**src/hw/rtl/vinyl_noise_generator_defines.svh**
```systemverilog
// Assertion macros for the vinyl noise generator.
`ifndef VINYL_NOISE_GENERATOR_DEFINES_SVH
`define VINYL_NOISE_GENERATOR_DEFINES_SVH

`ifndef ASSERT_OFF

// Property checked on every rising edge outside reset.
`define VNG_ASSERT(lbl, clk, rst, prop) \
  lbl: assert property (@(posedge clk) disable iff (!rst) prop) \
    else $error("vinyl_noise_generator: assertion failed");

// Implication checked on every rising edge outside reset.
`define VNG_ASSERT_IMP(lbl, clk, rst, ante, cons) \
  lbl: assert property (@(posedge clk) disable iff (!rst) (ante) |-> (cons)) \
    else $error("vinyl_noise_generator: implication failed");

`else

`define VNG_ASSERT(lbl, clk, rst, prop)
`define VNG_ASSERT_IMP(lbl, clk, rst, ante, cons)

`endif

`endif

```
**src/hw/rtl/vng_pkg.sv**
```systemverilog
// Shared types and constants for the vinyl noise generator.
`timescale 1ns / 1ps

package vng_pkg;

  typedef enum logic [2:0] {
    CFG_CRACKLE_EN = 3'd0,
    CFG_HISS_EN    = 3'd1,
    CFG_POP_PERIOD = 3'd2,
    CFG_DECAY      = 3'd3,
    CFG_FADE_STEP  = 3'd4,
    CFG_FORMAT     = 3'd5,
    CFG_SEED       = 3'd6
  } cfg_idx_t;

  typedef enum logic [1:0] {
    FMT_U8  = 2'd0,
    FMT_S16 = 2'd1,
    FMT_S32 = 2'd2
  } fmt_t;

  typedef enum logic [3:0] {
    S_IDLE,
    S_LOW,
    S_WHT,
    S_HSS,
    S_TRG,
    S_WAIT,
    S_POP,
    S_PST,
    S_DEC,
    S_DST,
    S_CRK,
    S_CST,
    S_FAD,
    S_FST,
    S_FMT,
    S_OUT
  } state_t;

  typedef struct packed {
    logic busy;
    logic zero;
  } rem_stat_t;

  // Register reset values
  localparam logic        CRACKLE_EN_RST = 1'b1;
  localparam logic        HISS_EN_RST    = 1'b1;
  localparam logic [15:0] POP_PERIOD_RST = 16'd4800;
  localparam logic [31:0] DECAY_RST      = 32'd4077000000;
  localparam logic [31:0] FADE_STEP_RST  = 32'd4473924;
  localparam logic [31:0] SEED_RST       = 32'd1;

  // Q0.32 coefficients and format scales, as multiplier operands
  localparam logic signed [33:0] K_LOW   = 34'sd107374182;
  localparam logic signed [33:0] K_POP   = 34'sd1932735283;
  localparam logic signed [33:0] K_WHITE = 34'sd51539608;
  localparam logic signed [33:0] K_HISS  = 34'sd150323855;
  localparam logic signed [33:0] K_U8    = 34'sd255;
  localparam logic signed [33:0] K_S16   = 34'sd32767;
  localparam logic signed [33:0] K_S32   = 34'sd2147483647;
  localparam logic signed [33:0] ONE_Q30 = 34'sd1073741824;

  localparam logic [31:0]        POP_BASE  = 32'd268435456;
  localparam logic [32:0]        FADE_ONE  = 33'h1_0000_0000;
  localparam logic signed [35:0] LIMIT_POS = 36'sd858993459;
  localparam logic signed [35:0] LIMIT_NEG = -36'sd858993459;

endpackage

```
**src/hw/rtl/vinyl_noise_generator.sv**
```systemverilog
// Vinyl noise generator top level: sequencer, shared multiplier and state.
`timescale 1ns / 1ps
`include "vinyl_noise_generator_defines.svh"

// One transaction on the input channel produces one PCM sample on the output
// channel. After a transaction is taken, in_stall stays high until the sequencer
// is back in idle, longer when a crackle pop fires or the output register waits
// for out_stall to drop; the run is set by the 32-step bit-serial remainder that
// tests for a pop, with all products passing through one registered 34 x 34
// multiplier in turn. A finished sample waits in the output register while the
// next transaction is accepted. Configuration is written through cfg_we,
// cfg_index and cfg_wdata; writing the seed reloads the generator at once.
module vinyl_noise_generator (
  input  logic              clk,
  input  logic              rst_n,
  input  logic              in_valid,
  output logic              in_stall,
  input  logic              in_restart,
  output logic              out_valid,
  input  logic              out_stall,
  output logic [31:0]       out_sample_bits,
  output logic              out_pop_fired,
  input  logic              cfg_we,
  input  vng_pkg::cfg_idx_t cfg_index,
  input  logic [31:0]       cfg_wdata
);
  import vng_pkg::*;

  state_t state_r, state_nxt;

  logic        crackle_en_r, crackle_en_nxt;
  logic        hiss_en_r, hiss_en_nxt;
  logic [15:0] pop_period_r, pop_period_nxt;
  logic [31:0] decay_r, decay_nxt;
  logic [31:0] fade_step_r, fade_step_nxt;
  fmt_t        format_r, format_nxt;

  logic [31:0]        noise_r, noise_nxt;
  logic signed [31:0] hiss_low_r, hiss_low_nxt;
  logic [31:0]        pop_level_r, pop_level_nxt;
  logic [32:0]        fade_r, fade_nxt;

  logic signed [30:0] white_r, white_nxt;
  logic signed [33:0] acc_r, acc_nxt;
  logic signed [30:0] v_r, v_nxt;
  logic               fired_r, fired_nxt;

  logic               out_valid_r, out_valid_nxt;
  logic [31:0]        out_bits_r, out_bits_nxt;
  logic               out_fired_r, out_fired_nxt;

  logic               mul_en;
  logic signed [33:0] mul_a, mul_b;
  logic signed [67:0] mul_p;
  logic signed [67:0] prod_r;

  logic               rem_start;
  rem_stat_t          rem_stat;

  logic [31:0]        xs1, xs2, xs3;
  logic signed [33:0] w34, mag34, v34;
  logic [33:0]        fade_sum;
  logic signed [35:0] r32;
  logic signed [37:0] r30;
  logic signed [36:0] r31;
  logic signed [37:0] trunc30;

  vng_rem u_rem (
    .clk      (clk),
    .rst_n    (rst_n),
    .start    (rem_start),
    .dividend (noise_r),
    .divisor  (pop_period_r),
    .stat     (rem_stat)
  );

  assign xs1 = noise_r ^ (noise_r << 13);
  assign xs2 = xs1 ^ (xs1 >> 17);
  assign xs3 = xs2 ^ (xs2 << 5);

  assign w34      = {{3{white_r[30]}}, white_r};
  assign mag34    = white_r[30] ? -w34 : w34;
  assign v34      = {{3{v_r[30]}}, v_r};
  assign fade_sum = {1'b0, fade_r} + {2'b00, fade_step_r};

  // Round half up: floor of the shifted product plus the bit below the cut; trunc30 rounds toward zero
  assign r32     = prod_r[67:32] + {35'd0, prod_r[31]};
  assign r30     = prod_r[67:30] + {37'd0, prod_r[29]};
  assign r31     = prod_r[67:31] + {36'd0, prod_r[30]};
  assign trunc30 = prod_r[67:30] + {37'd0, prod_r[67] & (|prod_r[29:0])};

  assign mul_p = mul_a * mul_b;

  always_comb begin
    state_nxt      = state_r;
    crackle_en_nxt = crackle_en_r;
    hiss_en_nxt    = hiss_en_r;
    pop_period_nxt = pop_period_r;
    decay_nxt      = decay_r;
    fade_step_nxt  = fade_step_r;
    format_nxt     = format_r;
    noise_nxt      = noise_r;
    hiss_low_nxt   = hiss_low_r;
    pop_level_nxt  = pop_level_r;
    fade_nxt       = fade_r;
    white_nxt      = white_r;
    acc_nxt        = acc_r;
    v_nxt          = v_r;
    fired_nxt      = fired_r;
    out_valid_nxt  = out_valid_r;
    out_bits_nxt   = out_bits_r;
    out_fired_nxt  = out_fired_r;
    mul_en         = 1'b0;
    mul_a          = '0;
    mul_b          = '0;
    rem_start      = 1'b0;

    if (cfg_we) begin
      case (cfg_index)
        CFG_CRACKLE_EN: crackle_en_nxt = cfg_wdata[0];
        CFG_HISS_EN:    hiss_en_nxt    = cfg_wdata[0];
        CFG_POP_PERIOD: pop_period_nxt = cfg_wdata[15:0];
        CFG_DECAY:      decay_nxt      = cfg_wdata;
        CFG_FADE_STEP:  fade_step_nxt  = cfg_wdata;
        CFG_FORMAT:     format_nxt     = fmt_t'(cfg_wdata[1:0]);
        CFG_SEED:       noise_nxt      = (cfg_wdata == 32'd0) ? 32'd1 : cfg_wdata;
        default: ;
      endcase
    end

    if (out_valid_r && !out_stall) begin
      out_valid_nxt = 1'b0;
    end

    case (state_r)
      S_IDLE: begin
        if (in_valid) begin
          noise_nxt = xs3;
          white_nxt = {~xs3[31], xs3[30:1]};
          acc_nxt   = '0;
          fired_nxt = 1'b0;
          if (in_restart) begin
            hiss_low_nxt  = '0;
            pop_level_nxt = '0;
            fade_nxt      = '0;
          end
          state_nxt = S_LOW;
        end
      end
      S_LOW: begin
        mul_en    = 1'b1;
        mul_a     = w34 - {{2{hiss_low_r[31]}}, hiss_low_r};
        mul_b     = K_LOW;
        rem_start = 1'b1;
        fade_nxt  = (fade_sum > {1'b0, FADE_ONE}) ? FADE_ONE : fade_sum[32:0];
        state_nxt = S_WHT;
      end
      S_WHT: begin
        hiss_low_nxt = hiss_low_r + r32[31:0];
        mul_en       = 1'b1;
        mul_a        = w34;
        mul_b        = K_WHITE;
        state_nxt    = S_HSS;
      end
      S_HSS: begin
        if (hiss_en_r) begin
          acc_nxt = acc_r + r32[33:0];
        end
        mul_en    = 1'b1;
        mul_a     = {{2{hiss_low_r[31]}}, hiss_low_r};
        mul_b     = K_HISS;
        state_nxt = S_TRG;
      end
      S_TRG: begin
        if (hiss_en_r) begin
          acc_nxt = acc_r + r32[33:0];
        end
        state_nxt = S_WAIT;
      end
      S_WAIT: begin
        if (!rem_stat.busy) begin
          state_nxt = (crackle_en_r && rem_stat.zero) ? S_POP : S_DEC;
        end
      end
      S_POP: begin
        mul_en    = 1'b1;
        mul_a     = mag34;
        mul_b     = K_POP;
        fired_nxt = 1'b1;
        state_nxt = S_PST;
      end
      S_PST: begin
        pop_level_nxt = POP_BASE + r32[31:0];
        state_nxt     = S_DEC;
      end
      S_DEC: begin
        mul_en    = 1'b1;
        mul_a     = {2'b00, pop_level_r};
        mul_b     = {2'b00, decay_r};
        state_nxt = S_DST;
      end
      S_DST: begin
        pop_level_nxt = r32[31:0];
        state_nxt     = S_CRK;
      end
      S_CRK: begin
        mul_en    = 1'b1;
        mul_a     = {2'b00, pop_level_r};
        mul_b     = w34;
        state_nxt = S_CST;
      end
      S_CST: begin
        if (crackle_en_r) begin
          acc_nxt = acc_r + r30[33:0];
        end
        state_nxt = S_FAD;
      end
      S_FAD: begin
        mul_en    = 1'b1;
        mul_a     = acc_r;
        mul_b     = {1'b0, fade_r};
        state_nxt = S_FST;
      end
      S_FST: begin
        if (r32 > LIMIT_POS) begin
          v_nxt = LIMIT_POS[30:0];
        end else if (r32 < LIMIT_NEG) begin
          v_nxt = LIMIT_NEG[30:0];
        end else begin
          v_nxt = r32[30:0];
        end
        state_nxt = S_FMT;
      end
      S_FMT: begin
        mul_en = 1'b1;
        case (format_r)
          FMT_U8: begin
            mul_a = v34 + ONE_Q30;
            mul_b = K_U8;
          end
          FMT_S16: begin
            mul_a = v34;
            mul_b = K_S16;
          end
          default: begin
            mul_a = v34;
            mul_b = K_S32;
          end
        endcase
        state_nxt = S_OUT;
      end
      S_OUT: begin
        if (!out_valid_r || !out_stall) begin
          out_valid_nxt = 1'b1;
          out_fired_nxt = fired_r;
          case (format_r)
            FMT_U8:  out_bits_nxt = {24'd0, r31[7:0]};
            FMT_S16: out_bits_nxt = {16'd0, r30[15:0]};
            FMT_S32: out_bits_nxt = trunc30[31:0];
            default: out_bits_nxt = '0;
          endcase
          state_nxt = S_IDLE;
        end
      end
      default: state_nxt = S_IDLE;
    endcase
  end

  always_ff @(posedge clk) begin
    if (!rst_n) begin
      state_r      <= S_IDLE;
      crackle_en_r <= CRACKLE_EN_RST;
      hiss_en_r    <= HISS_EN_RST;
      pop_period_r <= POP_PERIOD_RST;
      decay_r      <= DECAY_RST;
      fade_step_r  <= FADE_STEP_RST;
      format_r     <= FMT_S16;
      noise_r      <= SEED_RST;
      hiss_low_r   <= '0;
      pop_level_r  <= '0;
      fade_r       <= '0;
      fired_r      <= 1'b0;
      out_valid_r  <= 1'b0;
    end else begin
      state_r      <= state_nxt;
      crackle_en_r <= crackle_en_nxt;
      hiss_en_r    <= hiss_en_nxt;
      pop_period_r <= pop_period_nxt;
      decay_r      <= decay_nxt;
      fade_step_r  <= fade_step_nxt;
      format_r     <= format_nxt;
      noise_r      <= noise_nxt;
      hiss_low_r   <= hiss_low_nxt;
      pop_level_r  <= pop_level_nxt;
      fade_r       <= fade_nxt;
      fired_r      <= fired_nxt;
      out_valid_r  <= out_valid_nxt;
    end
    white_r     <= white_nxt;
    acc_r       <= acc_nxt;
    v_r         <= v_nxt;
    out_bits_r  <= out_bits_nxt;
    out_fired_r <= out_fired_nxt;
    if (mul_en) begin
      prod_r <= mul_p;
    end
  end

  assign in_stall        = (state_r != S_IDLE);
  assign out_valid       = out_valid_r;
  assign out_sample_bits = out_bits_r;
  assign out_pop_fired   = out_fired_r;

  `VNG_ASSERT_IMP(a_accept_starts_seq, clk, rst_n, in_valid && !in_stall, ##1 state_r == S_LOW)
  `VNG_ASSERT_IMP(a_out_from_seq, clk, rst_n, $rose(out_valid_r), $past(state_r) == S_OUT)
  `VNG_ASSERT(a_fade_saturates, clk, rst_n, fade_r <= FADE_ONE)

endmodule

```
**src/hw/rtl/vng_rem.sv**
```systemverilog
// Bit-serial remainder of a 32-bit word by a 16-bit period.
`timescale 1ns / 1ps

module vng_rem (
  input  logic              clk,
  input  logic              rst_n,
  input  logic              start,
  input  logic [31:0]       dividend,
  input  logic [15:0]       divisor,
  output vng_pkg::rem_stat_t stat
);
  import vng_pkg::*;

  logic        busy_r, busy_nxt;
  logic [4:0]  cnt_r, cnt_nxt;
  logic [31:0] q_r, q_nxt;
  logic [15:0] r_r, r_nxt;
  logic [15:0] d_r, d_nxt;
  logic [16:0] shifted;
  logic [16:0] diff;

  assign shifted = {r_r, q_r[31]};
  assign diff    = shifted - {1'b0, d_r};

  always_comb begin
    busy_nxt = busy_r;
    cnt_nxt  = cnt_r;
    q_nxt    = q_r;
    r_nxt    = r_r;
    d_nxt    = d_r;
    if (start) begin
      busy_nxt = 1'b1;
      cnt_nxt  = '0;
      q_nxt    = dividend;
      r_nxt    = '0;
      d_nxt    = (divisor == 16'd0) ? 16'd1 : divisor;
    end else if (busy_r) begin
      q_nxt   = {q_r[30:0], 1'b0};
      r_nxt   = diff[16] ? shifted[15:0] : diff[15:0];
      cnt_nxt = cnt_r + 5'd1;
      if (cnt_r == 5'd31) begin
        busy_nxt = 1'b0;
      end
    end
  end

  always_ff @(posedge clk) begin
    if (!rst_n) begin
      busy_r <= 1'b0;
      cnt_r  <= '0;
    end else begin
      busy_r <= busy_nxt;
      cnt_r  <= cnt_nxt;
    end
    q_r <= q_nxt;
    r_r <= r_nxt;
    d_r <= d_nxt;
  end

  assign stat.busy = busy_r;
  assign stat.zero = (r_r == 16'd0);

endmodule

```
**config.mk**
```make
export PLATFORM = sky130hd
export DESIGN_NAME = vinyl_noise_generator
export DESIGN_NICKNAME = d
export VERILOG_FILES = /design/src/hw/rtl/vng_pkg.sv /design/src/hw/rtl/vinyl_noise_generator.sv /design/src/hw/rtl/vng_rem.sv
export VERILOG_INCLUDE_DIRS = /design/src /design/src/hw/rtl
export SDC_FILE = /design/constraint.sdc
export NUM_CORES = 2
export LEC_CHECK = 0
export BUFFER_PORTS_ARGS = -buffer_cell sky130_fd_sc_hd__buf_2
export CAP_MARGIN = 10
export CELL_PAD_IN_SITES_DETAIL_PLACEMENT = 0
export CELL_PAD_IN_SITES_GLOBAL_PLACEMENT = 1
export CORE_ASPECT_RATIO = 0.75
export CORE_MARGIN = 3
export CORE_UTILIZATION = 45
export CTS_CLUSTER_DIAMETER = 120
export DETAILED_ROUTE_END_ITERATION = 16
export GPL_ROUTABILITY_DRIVEN = 0
export PLACE_DENSITY_LB_ADDON = 0.1
export SLEW_MARGIN = 20
export SYNTH_ARGS = -nofsm -noshare
export SYNTH_HDL_FRONTEND = slang
export SYNTH_HIERARCHICAL = 1
export SYNTH_SLANG_ARGS = --single-unit
```
**constraint.sdc**
```tcl
create_clock -name clk -period 27.3 [get_ports clk]
set_clock_uncertainty 0.1 [all_clocks]
set_input_delay 2.73 -clock clk [delete_from_list [all_inputs] [get_ports clk]]
set_output_delay 2.73 -clock clk [all_outputs]
set_load 0.01 [all_outputs]
```
* Word level (Yosys, flattened, before mapping)
Index checks and enable logic that the tools add are counted.
Word-level totals: bits of input ports 41, output and inout port bits 35, word-level logic and storage cells 159, register bits after elaboration 486
Cells by class: reduce and logical (&&, ||, !) cells 38, $mul 1, bitwise operators 6, equal/unequal tests 30, mux-type cells 42, order comparisons 3, $add $sub $neg 14
Operators by type and width (number):
- $mux W32 | 9
- $pmux W34 S8 | 1
- $pmux W34 S7 | 1
- $pmux W32 S3 | 2
- $mux W34 | 5
- $pmux W34 S3 | 1
- $mux W33 | 3
- $add A34 B34 Y34 | 2
- $mul A34 B34 Y68 | 1
- $pmux W33 S2 | 1
- $pmux W32 S2 | 1
- $pmux W4 S16 | 1
- $xor A32 B32 Y32 | 2
- $pmux W31 S2 | 1
- $add A36 B1 Y36 | 1
- $gt A36 B31 Y1 const B | 1
- $lt A36 B31 Y1 const B | 1
- $add A33 B32 Y34 | 1
- $add A34 B1 Y34 | 1
- $gt A34 B33 Y1 const B | 1
- $neg A31 Y34 | 1
- $add A31 B32 Y33 const B | 1
- $sub A31 B32 Y33 | 1
- $add A29 B32 Y32 const A | 1
- 42 further kinds | 93

* Longest topological paths before layout
depth after elaboration 6, gate-level depth with buffers 45, gate-level depth less buffers 42

* By module
Netlist, hierarchy kept.
Modules (own cells, without submodules):
- vinyl_noise_generator | times used 1, area an instance 67240.7 µm², cells an instance 7598
- vng_rem | times used 1, area an instance 3833.7 µm², cells an instance 340

* Worst setup path before layout
No wires, ideal clock.
kind reg2reg, from register white_r[5], to register prod_r[65] (data pin), library setup time 262 ps, cell stages (with the launch flop) 42, required time 26938 ps, slack 16739 ps, arrival 10199 ps, path buffers 2, path through edfxtp_1 -> ha_1 -> or3_1 -> a31oi_2 -> nand2b_1 -> a21oi_1 -> a2111o_1 -> a21o_1 -> a21oi_1 -> xor2_1 -> nor2_1 -> or2_1 -> clkbuf_1 -> buf_2 -> nand2_1 -> fa_1 -> inv_1 -> fa_1 -> (+6 left out) -> fa_1 -> inv_1 -> fa_1 -> inv_1 -> fa_1 -> inv_1 -> ha_1 -> a211oi_1 -> o211ai_1 -> a221o_1 -> a311oi_1 -> o21ai_0 -> a31oi_1 -> o31a_1 -> a31oi_1 -> a221oi_1 -> o21ai_1 -> xor2_1
On the way: cells in the longest elaborated chain, start to end 4, elaborated cells between the ends (all ways) 6, classes of those cells add/sub (2); mul (1); mux (3)
Ends and longest elaborated chain:
- start, declared | line vinyl_noise_generator.sv:43 | logic signed [30:0] white_r, white_nxt;
- start signal, assigned | line vinyl_noise_generator.sv:299 | white_r <= white_nxt;
- $neg A31 Y34 | line vinyl_noise_generator.sv:82 | assign mag34 = white_r[30] ? -w34 : w34;
- $mux W34 | line vinyl_noise_generator.sv:82
- $pmux W34 S7 | line vinyl_noise_generator.sv:135 | case (state_r)
- $mul A34 B34 Y68 (*) | line vinyl_noise_generator.sv:92 | assign mul_p = mul_a * mul_b;
- via mul_p[65] | line vinyl_noise_generator.sv:54 | logic signed [67:0] mul_p;
- end signal, assigned | line vinyl_noise_generator.sv:305 | prod_r <= mul_p;
- end, declared | line vinyl_noise_generator.sv:55 | logic signed [67:0] prod_r;
Mark *: on every way through the listed nets, which the timed path passes. The rest lies on a longest branch. A chain may end at the register's enable or synchronous reset.

* Worst setup path after layout
from register white_r[0], to register prod_r[65] (data pin)
Same word-level chain as after synthesis.

==> flow_summary.json <==
{
  "outcome": "finished clean",
  "area_inside_the_core_boundary_um2": 156000,
  "timing.critical_path.slowest_cell_delay_ps": 680,
  "fmax_mhz": 77.5,
  "postSynthCellCount": 7938,
  "irDropWorstVdd_mv": 0.237,
  "total_leakage_power_nw": 34.1,
  "place_area_um2": 74000,
  "critical-path-top-delay-family": "compound AO/OA/AOI/OAI gates",
  "intPower_mw": 4.43,
  "wl_per_cell_um": 28.8,
  "hold_path.class": "flip-flop to flip-flop",
  "rsz0062_at_grt": "false",
  "clkSlewWorstSetupHoldPaths_ps": 60,
  "synth_simple_gate_area_share_pct": 14.5,
  "worst_path_max_delay_cell": "sky130_fd_sc_hd__mux2i_2",
  "timing.critical_path.to_type": "flip-flop",
  "vias": 59300,
  "antenna_violating_nets_post_route": 0,
  "die_h_um": 350,
  "vias_per_cell": 5.95,
  "global_route.overflow_total": 0,
  "worst_path_most_repeated_cell": "sky130_fd_sc_hd__fa_1",
  "max_slew.worst_pin.slew_ps": 1210,
  "final_cell_area_um2": 75900,
  "syn2layout_area_growth_pct": 6.79,
  "synth_xor_xnor_area_share_pct": 4.61,
  "cp_data_arrival_time_ps": 13170,
  "dieArea_um2": 163000,
  "area_fraction_in_compound_gates_after_synthesis_pct": 11.8,
  "power_frac_seq_pct": 13.5,
  "drv.max_cap_violation_count": 0,
  "antenna_found_initial": 20,
  "startpoint_type": "flip-flop",
  "die_w_um": 465,
  "dominantRegCellSynth": "sky130_fd_sc_hd__edfxtp_1",
  "dr.pass1.iters": 6,
  "required_time_of_the_critical_path_ps": 27560,
  "ctsHoldBuffers": 0,
  "report.final.setup_viol": 0,
  "io-pin-count": 76,
  "core.rowCount": 125,
  "grt.total_usage_pct": 35.2,
  "cts-htree-levels": 2,
  "yosys.cell_types.count": 104,
  "first_global_vias": 59200,
  "max_slew_margin_pct": 18.5,
  "synth_nets": 9588,
  "share_of_synthesized_area_spent_on_multiplexers_pct": 0.900,
  "power_density_nw_per_um2": 137,
  "pwr-share-comb_pct": 78.9,
  "port-buffer-count": 75,
  "inserted_clock_buffers": 53,
  "tritoncts_num_sinks": 486,
  "path_max_fanout": 16,
  "synth_async_sr_flop_share_pct": 0,
  "syn_avg_cell_area_um2": 8.95,
  "post_route_cells_drive_above_1_share_pct": 6.48,
  "hold_violations_final": 0,
  "detail_route.drc_violations": 0,
  "setup_tns_ps": 0,
  "drt_iter0_markers": 6986,
  "post_synth_fa_ha_maj_area_fraction_pct": 41.5,
  "hpwlAfterDp_um": 219000,
  "cts-root-to-sink-buffers": 3,
  "syn-cell-area_um2": 71100,
  "cts_tree": "done",
  "sw_frac_of_total_pct": 57.3,
  "initial_core_util_pct": 45.6,
  "grt_max_degree": 89,
  "setup.worst_path.class": "flip-flop to flip-flop",
  "nNetsFinal": 9468,
  "synth.ff_latch_count": 486,
  "slew_viol_final": 0,
  "cts_setup_buffers": 0,
  "final_core_util_pct": 48.7,
  "worst_skew_pair.late_latency_ps": 680,
  "power_switching_mw": 5.94,
  "cts.repair.resized": 0,
  "fin_crit_sh_pct": 47.3,
  "clock_tree.root_cell": "sky130_fd_sc_hd__clkbuf_16",
  "worst-path-buf-inv": 6,
  "grt_pass1_wl_um": 417000,
  "finalCriticalPeriod_ps": 12910,
  "pwr-share-clk_pct": 7.6,
  "route.final.wire_length_um": 287000,
  "largest_family_of_logic_cells_by_synthesized_area": "adder cells",
  "seq_area_frac_synth_pct": 17.1,
  "synth_edf_count": 245,
  "yosys_warnings": 6,
  "fillCellCount": 15000
}
==> power groups by stage <==
stage               Sequential [mW]  Combinational, mW  Clock [mW]
detailed placement             1.40               7.96           0
finish                         1.40               8.19       0.784
global placement               1.40               7.88           0
global route                   1.40               8.91       0.824
CTS                            1.39               8.01       0.795
floorplan                      1.22               5.33           0
==> state kept, by name (all words and copies together), names as in the netlist, 2 cells and up <==
signal	count
fade_r	33
noise_r	32
acc_r	34
u_rem/r_r	16
u_rem/d_r	16
out_sample_bits	32
pop_level_r	32
fade_step_r	32
u_rem/q_r	32
format_r	2
pop_period_r	16
white_r	31
prod_r	68
state_r	4
decay_r	32
u_rem/cnt_r	5
hiss_low_r	32
v_r	31
==> synth_stat cells, types with 103 or more instances <==
library cell	number	area [um2]
sky130_fd_sc_hd__ha_1	363	4540
sky130_fd_sc_hd__nor2_1	922	3460
sky130_fd_sc_hd__nand2_1	892	3350
sky130_fd_sc_hd__edfxtp_1	245	7360
sky130_fd_sc_hd__xor2_1	146	1280
sky130_fd_sc_hd__a22oi_1	103	773
sky130_fd_sc_hd__o21ai_0	189	946
sky130_fd_sc_hd__dfxtp_1	241	4820
sky130_fd_sc_hd__fa_1	1246	24900
sky130_fd_sc_hd__clkbuf_1	342	1280
sky130_fd_sc_hd__xnor2_1	215	1880
sky130_fd_sc_hd__a21o_1	109	818
sky130_fd_sc_hd__a21oi_1	397	1990
sky130_fd_sc_hd__inv_1	1351	5070
==> worst paths after layout <==
check,startpoint,endpoint,slack [ps],cells past startpoint
worst max-delay path,white_r[0],prod_r[65],14390,39
worst min-delay path,fired_r,out_pop_fired,350,0
worst max register to register,white_r[0],prod_r[65],14390,39
worst min register to register,fired_r,out_pop_fired,350,0
==> cell usage in the layout (no fill, tap or decap), types with 168 or more instances in the layout <==
cell type	instances
sky130_fd_sc_hd__inv_1	1349
sky130_fd_sc_hd__fa_1	1246
sky130_fd_sc_hd__nor2_1	911
sky130_fd_sc_hd__nand2_1	892
sky130_fd_sc_hd__a21oi_1	384
sky130_fd_sc_hd__ha_1	363
sky130_fd_sc_hd__edfxtp_1	245
sky130_fd_sc_hd__dfxtp_1	241
sky130_fd_sc_hd__xnor2_1	215
sky130_fd_sc_hd__o21ai_0	184
sky130_fd_sc_hd__buf_4	168
==> per-layer routing <==
metal / track usage (%) / vias to the layer above / wire, um
met2: 48.9 / 3469 / 114000
met1: 51.5 / 30200 / 125000
met5: 0.146 / - / 77
li1: - / 25100 / -
met4: 10.4 / 10 / 10700
met3: 12.0 / 576 / 37700
==> kinds of logic (layout without fill, tap and decap cells) <==
family | after synthesis | after routing
fa+ha+maj | 1609 | 1609
simple gates | 2374 | 2374
xor+xnor | 368 | 368
mux | 59 | 59
compound gates | 1269 | 1269
other cells | 0 | 8
flops | 486 | 486
buf+inv | 1773 | 1696
==> final cells by class <==
class,instances,area [um2],share of cell area [%]
flip-flops and latches,486,12200,16.1
multi-input cells,5679,52500,69.1
clock inverters,21,239,0.315
clock buffers,77,1600,2.10
repair buffers,245,1690,2.23
well taps,2095,2620,3.45
inverters,1353,5080,6.70
diodes,8,20.0,0.0264
==> stage by stage <==
stage / instances / hold WS [ps] / worst slack, ps / total power [mW]
after floorplan: 7938 / 309 / 16740 / 6.55
after global placement: 9856 / 345 / 14860 / 9.29
after detailed placement: 9856 / 344 / 14760 / 9.36
after CTS: 9954 / 357 / 14650 / 10.2
after global routing: 9957 / 367 / 13930 / 11.1
final: 9964 / 350 / 14390 / 10.4
No activity file was read; power rests on OpenSTA's default activity.
